$ cat src/rtl/core/bole_pkg.sv
`default_nettype none

package bole_pkg;

  localparam int DEPTH       = 64;
  localparam int VALUE_WIDTH = 32;
  localparam int INDEX_W     = $clog2(DEPTH);
  localparam int COUNT_W     = $clog2(DEPTH + 1);
  localparam int OP_W        = 3;
  localparam int STATUS_W    = 2;

  localparam logic [OP_W-1:0] OP_PUSH_FRONT = 3'd0;
  localparam logic [OP_W-1:0] OP_PUSH_BACK  = 3'd1;
  localparam logic [OP_W-1:0] OP_POP_FRONT  = 3'd2;
  localparam logic [OP_W-1:0] OP_POP_BACK   = 3'd3;
  localparam logic [OP_W-1:0] OP_REMOVE     = 3'd4;
  localparam logic [OP_W-1:0] OP_FIND       = 3'd5;
  localparam logic [OP_W-1:0] OP_CLEAR      = 3'd6;

  localparam logic [STATUS_W-1:0] ST_OK    = 2'd0;
  localparam logic [STATUS_W-1:0] ST_ZERO  = 2'd1;
  localparam logic [STATUS_W-1:0] ST_EMPTY = 2'd2;
  localparam logic [STATUS_W-1:0] ST_FULL  = 2'd3;

  typedef struct packed {
    logic               push_front;
    logic               push_tail;
    logic               pop_front;
    logic               remove;
    logic [COUNT_W-1:0] count;
  } cell_ctrl_t;

endpackage

`default_nettype wire

$ cat src/rtl/core/bole_cell.sv
`default_nettype none

module bole_cell (
  input  wire                               clk,
  input  wire  bole_pkg::cell_ctrl_t        ctrl,
  input  wire  [bole_pkg::COUNT_W-1:0]      position,
  input  wire  [bole_pkg::VALUE_WIDTH-1:0]  item_value,
  input  wire  [bole_pkg::VALUE_WIDTH-1:0]  left_value,
  input  wire  [bole_pkg::VALUE_WIDTH-1:0]  right_value,
  input  wire                               hit_in,
  output logic [bole_pkg::VALUE_WIDTH-1:0]  entry,
  output logic                              hit_out
);

  logic [bole_pkg::VALUE_WIDTH-1:0] entry_next;
  logic                             occupied;
  logic                             match;

  assign occupied = position < ctrl.count;
  assign match    = occupied && (entry == item_value);
  assign hit_out  = hit_in | match;

  always_comb begin
    entry_next = entry;
    priority if (ctrl.push_front) begin
      entry_next = left_value;
    end else if (ctrl.push_tail && (position == ctrl.count)) begin
      entry_next = item_value;
    end else if (ctrl.pop_front) begin
      entry_next = right_value;
    end else if (ctrl.remove && hit_out) begin
      entry_next = right_value;
    end
  end

  always_ff @(posedge clk) begin
    entry <= entry_next;
  end

endmodule

`default_nettype wire

$ cat config.mk
export PLATFORM = sky130hd
export DESIGN_NAME = bole_cell
export DESIGN_NICKNAME = d
export VERILOG_FILES = /design/src/rtl/core/bole_pkg.sv /design/src/rtl/core/bole_cell.sv
export SDC_FILE = /design/constraint.sdc
export NUM_CORES = 1
export LEC_CHECK = 0
export BUFFER_PORTS_ARGS = -buffer_cell sky130_fd_sc_hd__buf_4
export CAP_MARGIN = 20
export CORE_MARGIN = 2
export CORE_UTILIZATION = 33
export CTS_BUF_LIST = sky130_fd_sc_hd__clkbuf_16
export CTS_CLUSTER_SIZE = 16
export DETAILED_ROUTE_END_ITERATION = 10
export GPL_TIMING_DRIVEN = 0
export PLACE_DENSITY = 0.79
export REMOVE_ABC_BUFFERS = 1
export SLEW_MARGIN = 30
export SYNTH_ARGS = -nofsm -noshare
export SYNTH_HDL_FRONTEND = slang
export SYNTH_SLANG_ARGS = --single-unit
$ cat constraint.sdc
create_clock -name clk -period 2.4 [get_ports clk]
set_input_delay 0.24 -clock clk [delete_from_list [all_inputs] [get_ports clk]]
set_output_delay 0.24 -clock clk [all_outputs]
set_load 0.05 [all_outputs]
# After elaboration in Yosys (flattened, before gate mapping)
# Cells that the tools add are included.
dict set report classes {
  n_addsub 0
  n_mul 0
  div 0
  magnitude_cmp 1
  eq_ne 2
  n_shift 0
  n_mux 4
  bitwise_logic 1
  n_reduce_logical 4
}
# cell n
set ops {}
lappend ops {{2-to-1 mux 32 bit} 4}
lappend ops {{== test 32 bit} 1}
lappend ops {{== test 7 bit} 1}
lappend ops {{less-than comparator 7 bit} 1}
lappend ops {{nonzero test 4 bit} 1}
lappend ops {{logical AND 1 bit} 3}
lappend ops {{OR 1 bit} 1}
dict set report totals {
  reg_bits 32
  latchBits 0
  mem_bits_rw 0
  mem_bits_ro 0
  input_bits 116
  mem_count 0
}

# Logic depth before layout (Yosys ltp)
dict set report depth {
  depth_word 8
  depth_mapped 8
  depth_no_buf 7
}

# Worst setup path after synthesis
# No wires, ideal clock.
dict set report synth_timing {
  path_type {reg-to-reg}
  start {register entry[14] in the netlist's numbering}
  end {register entry[0] in the netlist's numbering, enable pin}
  setup_time_ps 388
  arrival_ps 3274
  t_required_ps 2012
  path_slack_ps -1262
  path_stages_with_launch 6
  synth_period_minus_slack_ps 3662
  cell_sequence {edfxtp_1 -> xnor2_1 -> nand4_1 -> or4_1 -> o41ai_2 -> a21o_1}
}
dict set report synth_via {
  elab_chain_len 5
}
# element line_no
set synth_rtl {}
lappend synth_rtl {{start: declaration} bole_cell.sv:11} ;# output logic [bole_pkg::VALUE_WIDTH-1:0] entry,
lappend synth_rtl {{start signal: assignment} bole_cell.sv:37} ;# entry <= entry_next;
lappend synth_rtl {{== test 32 bit} bole_cell.sv:20} ;# assign match = occupied && (entry == item_value);
lappend synth_rtl {{logical AND 1 bit} bole_cell.sv:20}
lappend synth_rtl {{OR 1 bit} bole_cell.sv:21} ;# assign hit_out = hit_in | match;
lappend synth_rtl {{net hit_out} bole_cell.sv:12} ;# output logic hit_out
lappend synth_rtl {{logical AND 1 bit} bole_cell.sv:31} ;# end else if (ctrl.remove && hit_out) begin
lappend synth_rtl {{nonzero test 4 bit (no line)} n/a}
# The timed path passes the listed nets, and every way through them passes these cells.
# A chain may end at the register's enable or synchronous reset.

# Worst setup path after layout
dict set report layout_timing {
  start {register entry[6] in the netlist's numbering}
  end {register entry[21] in the netlist's numbering, enable pin}
}
dict set report layout_via {
  elab_chain_len 5
}
# element line_no
set layout_rtl {}
lappend layout_rtl {{== test 32 bit} bole_cell.sv:20}
lappend layout_rtl {{logical AND 1 bit} bole_cell.sv:20}
lappend layout_rtl {{OR 1 bit} bole_cell.sv:21}
lappend layout_rtl {{logical AND 1 bit} bole_cell.sv:31}
lappend layout_rtl {{nonzero test 4 bit (no line)} n/a}
# No other way between the ends.

==> summary.md <==
| Metric | Value |
|---|---|
| Status | finished clean |
| Row count | 29 |
| Total wire length | 6.57 mm |
| Max Root-Sink Buffers | 2 |
| Hold crit path type | in -> reg |
| Static Leak | about 1.8 nW |
| Seq cells post-synth | 32 |
| Period utilization | roughly 97% |
| Final Critical Period | 2.32 ns |
| Synth Instances | 210 |
| Die Span Y | approximately 85 um |
| Antenna violations before repair | 0 |
| Setup violations, final | 0 |
| Commonest cells after routing, fill and taps aside | buf_4, nand2_1, mux2i_1, edfxtp_1, o21ai_0 |
| Initial Util | 34.0% |
| Complex-gate fraction of the synthesized area | a little under a tenth |
| Boundary Pins | roughly 150 |
| Element type at the critical path end | register |
| Most flop-heavy register | entry |
| Max Clock Freq | between 0.4 and 0.5 GHz |
| Yosys top cell by area | edfxtp_1 |
| Largest net degree at the start of global routing | 66 |
| First-pass GRT wire length | approximately 11 mm |
| Mux contribution to synthesized area | ~15% |
| Global routing met2 resource utilization | 34.1% |
| CTS H-tree lvls | 2 |
| WL/cell | about 15 um |
| Unrepaired setup endpoints after global routing | no |
| CORE AREA | 6350 um2 |
| Worst Max-Slew Pin Slew | slightly above 0.6 ns |
| Nets | approximately 480 |
| Crit path max fanout | 8 |
| Number of global-route vias before repair | between 2000 and 2500 |
| Vias | about 2100 |
| Simple-Gate Fraction of Synth Area | between 10% and 20% |
| CTS tree | done |
| CTS Sinks | 32 |
| Sequential cell area | ~960 um2 |
| CTS root buffer | clkbuf_16 |
| Slew HR | approximately three fifths |
| Synthesized area | around 2200 um2 |
| Number of diodes | 0 |
| Router iterations before antenna repair | 4 |
| Num CTS Buffers | 5 |
| Share of cells above drive strength 1 | around 46% |
| Setup CP Type | reg -> reg |
| Hold Vio Cnt, Final | 0 |
| Max reg flops | 32 |
| Hpwl dp | about 4.9 mm |
| Worst Path Arrival | about 2.3 ns |
| P per Cell Area | roughly 570 nW/um2 |
| Synth top area cells | edfxtp_1, mux2i_1, xnor2_1, xor2_1, nand2_1 |
| Setup_tns | 0 ns |
| Remaining global-route overflow | 0 |
| Commonest non-fill, non-tap cell in the layout | buf_4 |
| GRT Total Usage | roughly 18% |
| Worst Path Required | ~2.4 ns |
| Tot Pwr | a little over 0.002 W |
| Startpoint Class | register |
| Largest family of logic cells by synthesized area | multiplexers |
| Top Usage Layer GRT | met2 |
| Post-DR vias/cell | a little under 5 |
| DRC Markers | 0 |
| Initial DRC Count | 50 |
| Peak supply drop | between 0.0003 and 0.0004 V |
| Mean Syn Cell Area | between 10 and 15 um2 |
| XOR/XNOR Fraction of Synth Area | around 13% |
| Die Wd | around 85 um |
| Netlist cell types | 22 |
| Later-pin clock latency in the skew report | between 0.2 and 0.3 ns |
| Max cap viols | 0 |
| Layout Skew | around 0.0047 ns |
| GR Util met1 | between 20% and 30% |
| Met3 usage | between 4 and 5% |
| Register area share after synthesis | around 45% |
| Multi-input combinational cell area | around 1200 um2 |
| Die Area | 7200 um2 |
| Biggest regs | entry x32 |
| Synth top area share | between 40 and 50% |
| IO buf count | about 150 |
| Filler instances | 576 |
| Area Overhead vs Synth | 65.2% |
| Worst hold slack | roughly 0.25 ns |
| Clock-pin slew on the worst setup and hold paths | approximately 0.050 ns |
| Yosys warning count | 0 |
| Routability cong. | between 0.8 and 0.9 |
| Final max-slew violation count | 0 |
| Final antenna-violating net count | 0 |
| Synth Area in Adders | under 10% |
==> cells by family (layout without fill, tap and decap cells) <==
kind of cell / after synthesis / in the layout
compound gates: 38 / 41
xor+xnor: 32 / 32
fa+ha+maj: 7 / 7
buf+inv: 18 / 165
flops: 32 / 32
mux: 32 / 32
simple gates: 51 / 51
==> power by group <==
group          leakage [nW]  total [W]  internal, W  switching (W)
clock network        0.0709   0.000587     0.000372       0.000215
logic                  1.44   0.000704     0.000299       0.000405
registers             0.334   0.000742     0.000696      0.0000462
total                  1.85    0.00203      0.00137       0.000666
==> synthesized netlist by cell type <==
library cell   n
a21o_1         1
nor2_1         2
mux2i_1       32
xnor2_1       16
o211ai_1       1
buf_2          3
ha_1           7
a21oi_1        3
or4_1          1
inv_1          8
clkbuf_1       7
xor2_1        16
o21ai_1        8
nor2b_1        1
edfxtp_1      32
nand4_1        4
nand3_1        4
o41ai_2        1
nand2_1       34
nand4_2        1
o21ai_0       24
nor4_1         4
==> timing repair <==
action,in CTS,in global routing
cloned,3,0
setup buffers,1,1
resized for setup,8,1
pin swaps,3,1
setup endpoints to repair,33,33
hold buffers,0,0
==> metal layers <==
metal	part of all wire, %	vias to the layer above
met3	5.9	12
li1	-	1057
met4	2.0	0
met2	53	85
met1	39	980
met5	0	-
==> worst paths after layout <==
kind                               startpoint         to  slack [ns]  cells after the start
worst max-delay path                 entry[6]  entry[21]        0.08                      6
worst max register to register       entry[6]  entry[21]        0.08                      6
worst min register to register      entry[29]  entry[10]        1.26                      5
worst min-delay path            left_value[2]   entry[2]        0.25                      3
==> through the flow <==
stage | area, um2 | utilization [%] | setup slack, ns | std cells
floorplan | 2120 | - | -1.26 | 200
global placement | 3320 | 52.4 | -1.25 | 425
detailed placement | 3330 | 52.5 | -0.476 | 425
CTS | 3550 | 55.9 | 0.00550 | 436
global route | 3570 | 56.2 | 0.00286 | 437
finish | 3570 | 56.2 | 0.0783 | 437
==> final cells by class <==
class / count / area share [%]
multi-input cells: 163 / 34.1
repair buffers: 150 / 31.7
flip-flops and latches: 32 / 26.9
clock buffers: 5 / 3.51
well taps: 77 / 2.70
inverters: 8 / 0.842
clock inverters: 2 / 0.246
==> critical path, stage by stage, from the launching register on <==
cell      delay, ns
edfxtp_1       0.42
xnor2_1        0.16
nand4_1        0.14
or4_4          0.58
o41ai_4        0.29
buf_4          0.22
a21o_4         0.21
Power figures use the tool's default switching activity.
